## config.mk

```make
export PLATFORM = sky130hd
export DESIGN_NAME = msdtq_divider
export DESIGN_NICKNAME = d
export VERILOG_FILES = /design/src/sv/msdtq_pkg.sv /design/src/sv/msdtq_divider.sv
export SDC_FILE = /design/constraint.sdc
export NUM_CORES = 1
export LEC_CHECK = 0
export ABC_AREA = 1
export BUFFER_PORTS_ARGS = -buffer_cell sky130_fd_sc_hd__buf_2
export CORE_MARGIN = 4
export CORE_UTILIZATION = 51
export CTS_CLUSTER_DIAMETER = 100
export DETAILED_ROUTE_END_ITERATION = 16
export PLACE_DENSITY = 0.8
export SETUP_SLACK_MARGIN = 0.3
export SLEW_MARGIN = 20
export SYNTH_ARGS = -nofsm -noshare
export SYNTH_HDL_FRONTEND = slang
export SYNTH_SLANG_ARGS = --single-unit
```

## constraint.sdc

```tcl
create_clock -name clk -period 1.6 [get_ports clk]
set_input_delay 0.32 -clock clk [delete_from_list [all_inputs] [get_ports clk]]
set_output_delay 0.32 -clock clk [all_outputs]
set_load 0.005 [all_outputs]
```

## src/sv/msdtq_pkg.sv

```systemverilog
// ----------------------------------------------------------------------------
// msdtq_pkg
// Types and constants of the multi-server drop-tail queue.
// ----------------------------------------------------------------------------
`timescale 1ns / 1ps

package msdtq_pkg;

    localparam logic [1:0] CFG_MAX_QUEUE    = 2'd0;
    localparam logic [1:0] CFG_WORKER_COUNT = 2'd1;
    localparam logic [1:0] CFG_CPU_CORES    = 2'd2;
    localparam logic [1:0] CFG_SERVICE_TIME = 2'd3;

    localparam logic [1:0] EV_ACCEPTED = 2'd0;
    localparam logic [1:0] EV_DROPPED  = 2'd1;
    localparam logic [1:0] EV_FINISHED = 2'd2;
    localparam logic [1:0] EV_SUMMARY  = 2'd3;

    localparam logic CMD_ARRIVE = 1'b0;
    localparam logic CMD_TICK   = 1'b1;

    localparam logic [31:0] SAT_MAX = 32'hFFFF_FFFF;

    typedef struct packed {
        logic        command;
        logic [15:0] request_id;
        logic [31:0] now_time;
        logic [15:0] elapsed;
    } in_item_t;

    typedef struct packed {
        logic [1:0]  event_kind;
        logic [15:0] request_id_out;
        logic [31:0] wait_time;
        logic [17:0] busy_time;
        logic [6:0]  queue_depth;
        logic [3:0]  busy_workers;
        logic [3:0]  pool_size;
        logic [31:0] received_count;
        logic [31:0] completed_count;
        logic [31:0] dropped_count;
        logic        last;
    } out_item_t;

    // Request to the shared divider and its answer.
    typedef struct packed {
        logic        start;
        logic [21:0] dividend;
        logic [3:0]  divisor;
    } div_req_t;

    typedef struct packed {
        logic        done;
        logic [21:0] quotient;
    } div_rsp_t;

endpackage

```

## src/sv/msdtq_divider.sv

```systemverilog
// ----------------------------------------------------------------------------
// msdtq_divider
// Restoring divider, one quotient bit per cycle, for the service charge.
// ----------------------------------------------------------------------------
`timescale 1ns / 1ps

module msdtq_divider
    import msdtq_pkg::*;
(
    input  logic     clk,
    input  logic     rst_n,
    input  div_req_t req,
    output div_rsp_t rsp
);

    logic [21:0] quo_reg;
    logic [21:0] quo_next;
    logic [4:0]  rem_reg;
    logic [4:0]  rem_next;
    logic [3:0]  dvs_reg;
    logic [4:0]  cnt_reg;
    logic [4:0]  cnt_next;
    logic        busy_reg;
    logic        busy_next;
    logic        done_reg;
    logic        done_next;
    logic [4:0]  trial;

    always_comb
    begin
        quo_next  = quo_reg;
        rem_next  = rem_reg;
        cnt_next  = cnt_reg;
        busy_next = busy_reg;
        done_next = 1'b0;
        trial     = {rem_reg[3:0], quo_reg[21]};
        if (req.start)
        begin
            quo_next  = req.dividend;
            rem_next  = '0;
            cnt_next  = 5'd21;
            busy_next = 1'b1;
        end
        else if (busy_reg)
        begin
            if (trial >= {1'b0, dvs_reg})
            begin
                rem_next = trial - {1'b0, dvs_reg};
                quo_next = {quo_reg[20:0], 1'b1};
            end
            else
            begin
                rem_next = trial;
                quo_next = {quo_reg[20:0], 1'b0};
            end
            if (cnt_reg == 5'd0)
            begin
                busy_next = 1'b0;
                done_next = 1'b1;
            end
            else
            begin
                cnt_next = cnt_reg - 5'd1;
            end
        end
    end

    always_ff @(posedge clk or negedge rst_n)
    begin
        if (!rst_n)
        begin
            busy_reg <= 1'b0;
            done_reg <= 1'b0;
            cnt_reg  <= '0;
        end
        else
        begin
            busy_reg <= busy_next;
            done_reg <= done_next;
            cnt_reg  <= cnt_next;
        end
    end

    always_ff @(posedge clk)
    begin
        quo_reg <= quo_next;
        rem_reg <= rem_next;
        if (req.start)
        begin
            dvs_reg <= req.divisor;
        end
    end

    assign rsp.done     = done_reg;
    assign rsp.quotient = quo_reg;

endmodule

```

======== Yosys cells after proc, flatten, opt, wreduce, memory -nomap -nowiden ========
Cells that the tools add are included.
word-level totals
  output and inout bits ................... 23
  memories ................................ 0
  memory bits (read-only) ................. 0
  bits of input ports ..................... 29
  RAM bits ................................ 0
  word-level logic and storage cells ...... 26
  bits in latches ......................... 0
  bits in registers ....................... 37
operators by class
  equality and inequality tests ........... 1
  $lt $le $gt $ge ......................... 1
  div/mod/pow operators ................... 0
  bitwise gates (word level) .............. 0
  multiplexer cells ....................... 13
  shift-type cells ........................ 0
  $add $sub $neg .......................... 2
  multiply operators ...................... 0
  reduce and logical (&&, ||, !) cells .... 3
operators with widths
  operator                                          number
  two-way mux 22 bit                                2
  two-way mux 5 bit                                 3
  two-way mux 1 bit                                 7
  greater-or-equal comparator 5 x 4 -> 1 bit        1
  zero test 5 bit                                   1
  subtractor 5 x 1 -> 5 bit, second input constant  1
  two-way mux 4 bit                                 1
  subtractor 4 bit                                  1
  inequality test 2 bit, second input constant      1
  AND reduction 2 bit                               1
  nonzero test 2 bit                                1

======== Depth between registers and ports, before layout ========
  word-level depth ........................ 4
  depth in mapped cells ................... 10
  gate-level depth less buffers ........... 10

======== Worst setup path after synthesis ========
No wires, ideal clock.
  kind .................................... reg2reg
  from .................................... register quo_reg[21]
  to ...................................... register rem_reg[2]
  path slack .............................. 0.170 ns
  cell stages (with the launch flop) ...... 9
  required time ........................... 1.487 ns
  arrival ................................. 1.317 ns
  path buffers ............................ 0
  period minus slack after synthesis ...... 1.430 ns
  setup time .............................. 0.113 ns
  cell sequence ........................... edfxtp_1 -> inv_1 -> ha_1 -> inv_1 -> fa_1 -> xnor2_1 -> nand2_1 -> nand3_1 -> nand2_1
on the way
  word-level cells in the longest chain between the ends .. 2
  elaborated cells on any way between the ends .. 3
  those cells by class .................... add/sub (1); order compare (1); mux (1)
RTL lines
  element                                                                                RTL line                                  RTL
  start: declaration                                                                     msdtq_divider.sv:16                       logic [21:0] quo_reg;
  start signal: assignment                                                               msdtq_divider.sv:86                       quo_reg <= quo_next;
  subtractor 4 bit / greater-or-equal comparator 5 x 4 -> 1 bit (equally long branches)  msdtq_divider.sv:48, msdtq_divider.sv:46
  two-way mux 4 bit *                                                                    msdtq_divider.sv:46                       if (trial >= {1'b0, dvs_reg})
  end signal: assignment                                                                 msdtq_divider.sv:87                       rem_reg <= rem_next;
  end: declaration                                                                       msdtq_divider.sv:18                       logic [4:0] rem_reg;
Mark *: on every way between the ends. The rest lies on a longest branch, timed or not.
A chain may end at the register's enable or synchronous reset.

======== Worst setup path in the final report ========
  from .................................... register quo_reg[21]
  to ...................................... register rem_reg[1]
Same word-level chain as after synthesis.

==> impl_metrics.xml <==
<?xml version="1.0" encoding="UTF-8"?>
<metrics>
  <group name="final_layout">
    <metric name="flip_flop_count_of_the_largest_register_all_copies_and_words_added" unit="">22</metric>
    <metric name="final.fill_count" unit="">269</metric>
    <metric name="fin_util" unit="">0.684</metric>
    <metric name="drive_gt1_frac" unit="">0.383</metric>
    <metric name="sequential_cell_area" unit="sq um">1040</metric>
    <metric name="num-nets-final" unit="">287</metric>
    <metric name="flow.area_growth_from_synthesis" unit="%">30.1</metric>
    <metric name="insertedDiodeCount" unit="">0</metric>
    <metric name="area_occupied_by_multi_input_gates" unit="sq um">694</metric>
  </group>
  <group name="sta">
    <metric name="min_period_over_period" unit="">0.883</metric>
    <metric name="skew" unit="ns">0.00565</metric>
    <metric name="report.final.setup_viol" unit="">0</metric>
    <metric name="tightest_slew" unit="ns">0.250</metric>
    <metric name="final.setup.tns" unit="ns">0</metric>
    <metric name="layout_min_cycle_time" unit="ns">1.41</metric>
    <metric name="final_hold_viol_count" unit="">0</metric>
    <metric name="drv_slew" unit="">0</metric>
    <metric name="max_freq" unit="MHz">708</metric>
    <metric name="relSlewSlack" unit="">0.833</metric>
    <metric name="rsz0062_at_grt" unit="">yes</metric>
  </group>
  <group name="yosys">
    <metric name="synth.lib_cells_used.distinct" unit="">26</metric>
    <metric name="synth_top_area_share" unit="">0.445</metric>
    <metric name="ys_ff_latch" unit="">37</metric>
    <metric name="syn_avg_cell_area" unit="sq um">9.28</metric>
    <metric name="synth_cells" unit="">189</metric>
    <metric name="synth-warning-count" unit="">0</metric>
    <metric name="synth.cell_area" unit="sq um">1750</metric>
    <metric name="synthDominantAreaCellType" unit="">edfxtp_1</metric>
    <metric name="yosys-top-cells-area" unit="">edfxtp_1 (45%), nand2_1 (18%), dfrtp_1 (10%)</metric>
    <metric name="synth.net_count" unit="">224</metric>
    <metric name="synth-seq-area-share" unit="">0.591</metric>
  </group>
  <group name="global_route">
    <metric name="initial_antenna_violation_count" unit="">0</metric>
    <metric name="grt_max_degree" unit="">24</metric>
    <metric name="number_of_global_route_vias_before_repair" unit="">1249</metric>
    <metric name="global_route.overflow_total" unit="">0</metric>
    <metric name="grt_first_pass_wirelength" unit="um">5350</metric>
    <metric name="globalRouteTotalUtil" unit="">0.164</metric>
  </group>
  <group name="pwr">
    <metric name="max-vdd-ir-drop" unit="uV">623</metric>
    <metric name="power.leakage" unit="uW">0.00116</metric>
    <metric name="powerDensity" unit="nW/um^2">1210</metric>
  </group>
  <group name="cts">
    <metric name="numCtsBuffers" unit="">5</metric>
    <metric name="deepest_clock_path_buffer_count" unit="">2</metric>
    <metric name="cts_max_level" unit="">2</metric>
    <metric name="insertion_delay" unit="ns">0.33</metric>
    <metric name="clk_pin_slew_worst_paths" unit="ns">0.11</metric>
    <metric name="cts_tree" unit="">built</metric>
    <metric name="tritoncts_num_sinks" unit="">37</metric>
    <metric name="root_buffer_cell" unit="">clkbuf_4</metric>
  </group>
  <group name="die">
    <metric name="die_w" unit="um">66.6</metric>
    <metric name="rows" unit="">21</metric>
    <metric name="initial_utilization" unit="">0.526</metric>
    <metric name="design.die.area" unit="sq um">4440</metric>
    <metric name="top_level_ports" unit="">52</metric>
    <metric name="core_region_area" unit="sq um">3340</metric>
    <metric name="die_h" unit="um">66.6</metric>
  </group>
  <group name="placed_design">
    <metric name="total_of_buffers_placed_on_input_and_output_ports" unit="">51</metric>
    <metric name="routabilityCongestion" unit="">0.879</metric>
    <metric name="hpwl_dp" unit="um">2520</metric>
  </group>
  <group name="critical_path">
    <metric name="regToRegSetupSlack" unit="ns">0.19</metric>
    <metric name="timing.critical_path.to_type" unit="">flop</metric>
    <metric name="worst-endpoint-required" unit="ns">1.89</metric>
    <metric name="setup.worst_path.class" unit="">flop to flop</metric>
    <metric name="arrival" unit="ns">1.70</metric>
    <metric name="start_kind" unit="">flop</metric>
    <metric name="path_max_fanout" unit="">2</metric>
  </group>
  <group name="drt">
    <metric name="wire_per_inst" unit="um">11.8</metric>
    <metric name="detail-route-antenna-nets" unit="">0</metric>
    <metric name="detail_route.wirelength" unit="um">3540</metric>
    <metric name="drc" unit="">0</metric>
    <metric name="via_per_inst" unit="">4.61</metric>
    <metric name="detailroute.via_count" unit="">1379</metric>
    <metric name="detail_route.iter0.violations" unit="">99</metric>
    <metric name="drt_first_pass_iters" unit="">4</metric>
  </group>
  <group name="run_status">
    <metric name="run_status" unit="">complete, no violations</metric>
  </group>
  <group name="run">
    <metric name="max_cap_violations" unit="">0</metric>
  </group>
  <group name="hold_path">
    <metric name="timing.hold.worst.class" unit="">input port to flop</metric>
  </group>
</metrics>
-- metrics by stage --
stage	instance area [sq um]	instances	hold WS, ns	total power, uW	setup WS (ns)
floorplan	1760	189	0.0244	1760	0.207
global placement	2070	285	0.159	1950	0.217
detailed placement	2070	285	0.166	1960	0.166
CTS	2240	297	0.141	2710	0.163
global route	2280	299	0.132	2950	0.112
finish	2280	299	0.157	2770	0.187
-- what timing repair did --
item	CTS	global route
hold endpoints to repair	7	0
setup endpoints to repair	7	10
pin swaps	8	6
hold buffers	1	0
resized for setup	17	7
setup buffers	3	2
-- path summary, 6_finish.rpt --
| check | start | end | cells past startpoint |
|---|---|---|---|
| max in group asynchronous | rst_n | done_reg | 2 |
| max reg2reg | quo_reg[21] | rem_reg[1] | 8 |
| max | quo_reg[21] | rem_reg[1] | 8 |
| min in group asynchronous | rst_n | cnt_reg[2] | 2 |
| min | req[2] | dvs_reg[2] | 1 |
| min reg2reg | rem_reg[3] | rem_reg[3] | 2 |
-- layout make-up --
type                            instances  share of cell area
Clock buffer                            5              0.0164
Clock inverter                          3              0.0181
Inverter                               19              0.0323
Multi-Input combinational cell        127               0.304
Timing Repair Buffer                   62               0.149
Sequential cell                        37               0.454
Tap cell                               46              0.0252
-- cell families after synthesis --
kind of cell / count (synthesis) / synth area share
adders and majority gates: 6 / 0.0471
AOI/OAI and AO/OA: 10 / 0.0357
xor gates and xnor gates: 1 / 0.00499
buffers and inverters: 25 / 0.0642
DFF: 37 / 0.591
and+or+nand+nor: 110 / 0.257
-- cell usage in the layout, fill, tap and decap left out, types with 2 or more instances in the layout --
cell type and count:
ha_4 4, nand2_2 4, inv_1 9, nand3_1 12
nand2_1 82, buf_4 10, o21ai_0 3, edfxtp_1 26
nor2_1 5, inv_2 9, dfxtp_1 3, buf_2 51
dfrtp_1 7, clkbuf_4 5, nand2_4 3, a21oi_1 2
-- worst max-delay path, stage by stage (launching register included) --
cell and delay [ns]:
edfxtp_1 0.41, inv_2 0.09, ha_4 0.12, inv_2 0.04, fa_2 0.50, inv_1 0.04, nand2_1 0.05, nand3_1 0.06
nand2_1 0.06
-- per-layer routing --
layer | vias to the layer above | part of all wire | GRT usage
li1 | 734 | - | -
met1 | 608 | 0.43 | 0.204
met2 | 32 | 0.51 | 0.267
met3 | 5 | 0.053 | 0.0540
met4 | 0 | 0.012 | 0.0533
met5 | - | 0 | 0
-- power breakdown --
group | leakage [uW] | total [uW] | internal, uW | switching [uW]
clock | 0.0000389 | 626 | 323 | 302
sequential | 0.000393 | 1280 | 1180 | 96.7
combinational | 0.000724 | 866 | 417 | 449
total | 0.00116 | 2770 | 1920 | 848
-- cell usage after synthesis --
cell type and n:
dfrtp_1 7, xnor2_1 1, a31oi_1 1, buf_6 1
o21ai_0 3, or2_2 1, ha_1 5, nor2_1 5
buf_2 4, o21a_4 1, nand3b_1 1, o21ai_1 1
nor2_4 1, nand2_2 3, dfxtp_1 4, nor2_2 1
nand3_1 12, inv_4 1, nand2_1 86, o22ai_1 1
a21oi_1 3, inv_1 17, buf_4 1, inv_2 1
fa_1 1, edfxtp_1 26
Note: power is estimated with default switching activity, not from simulation.
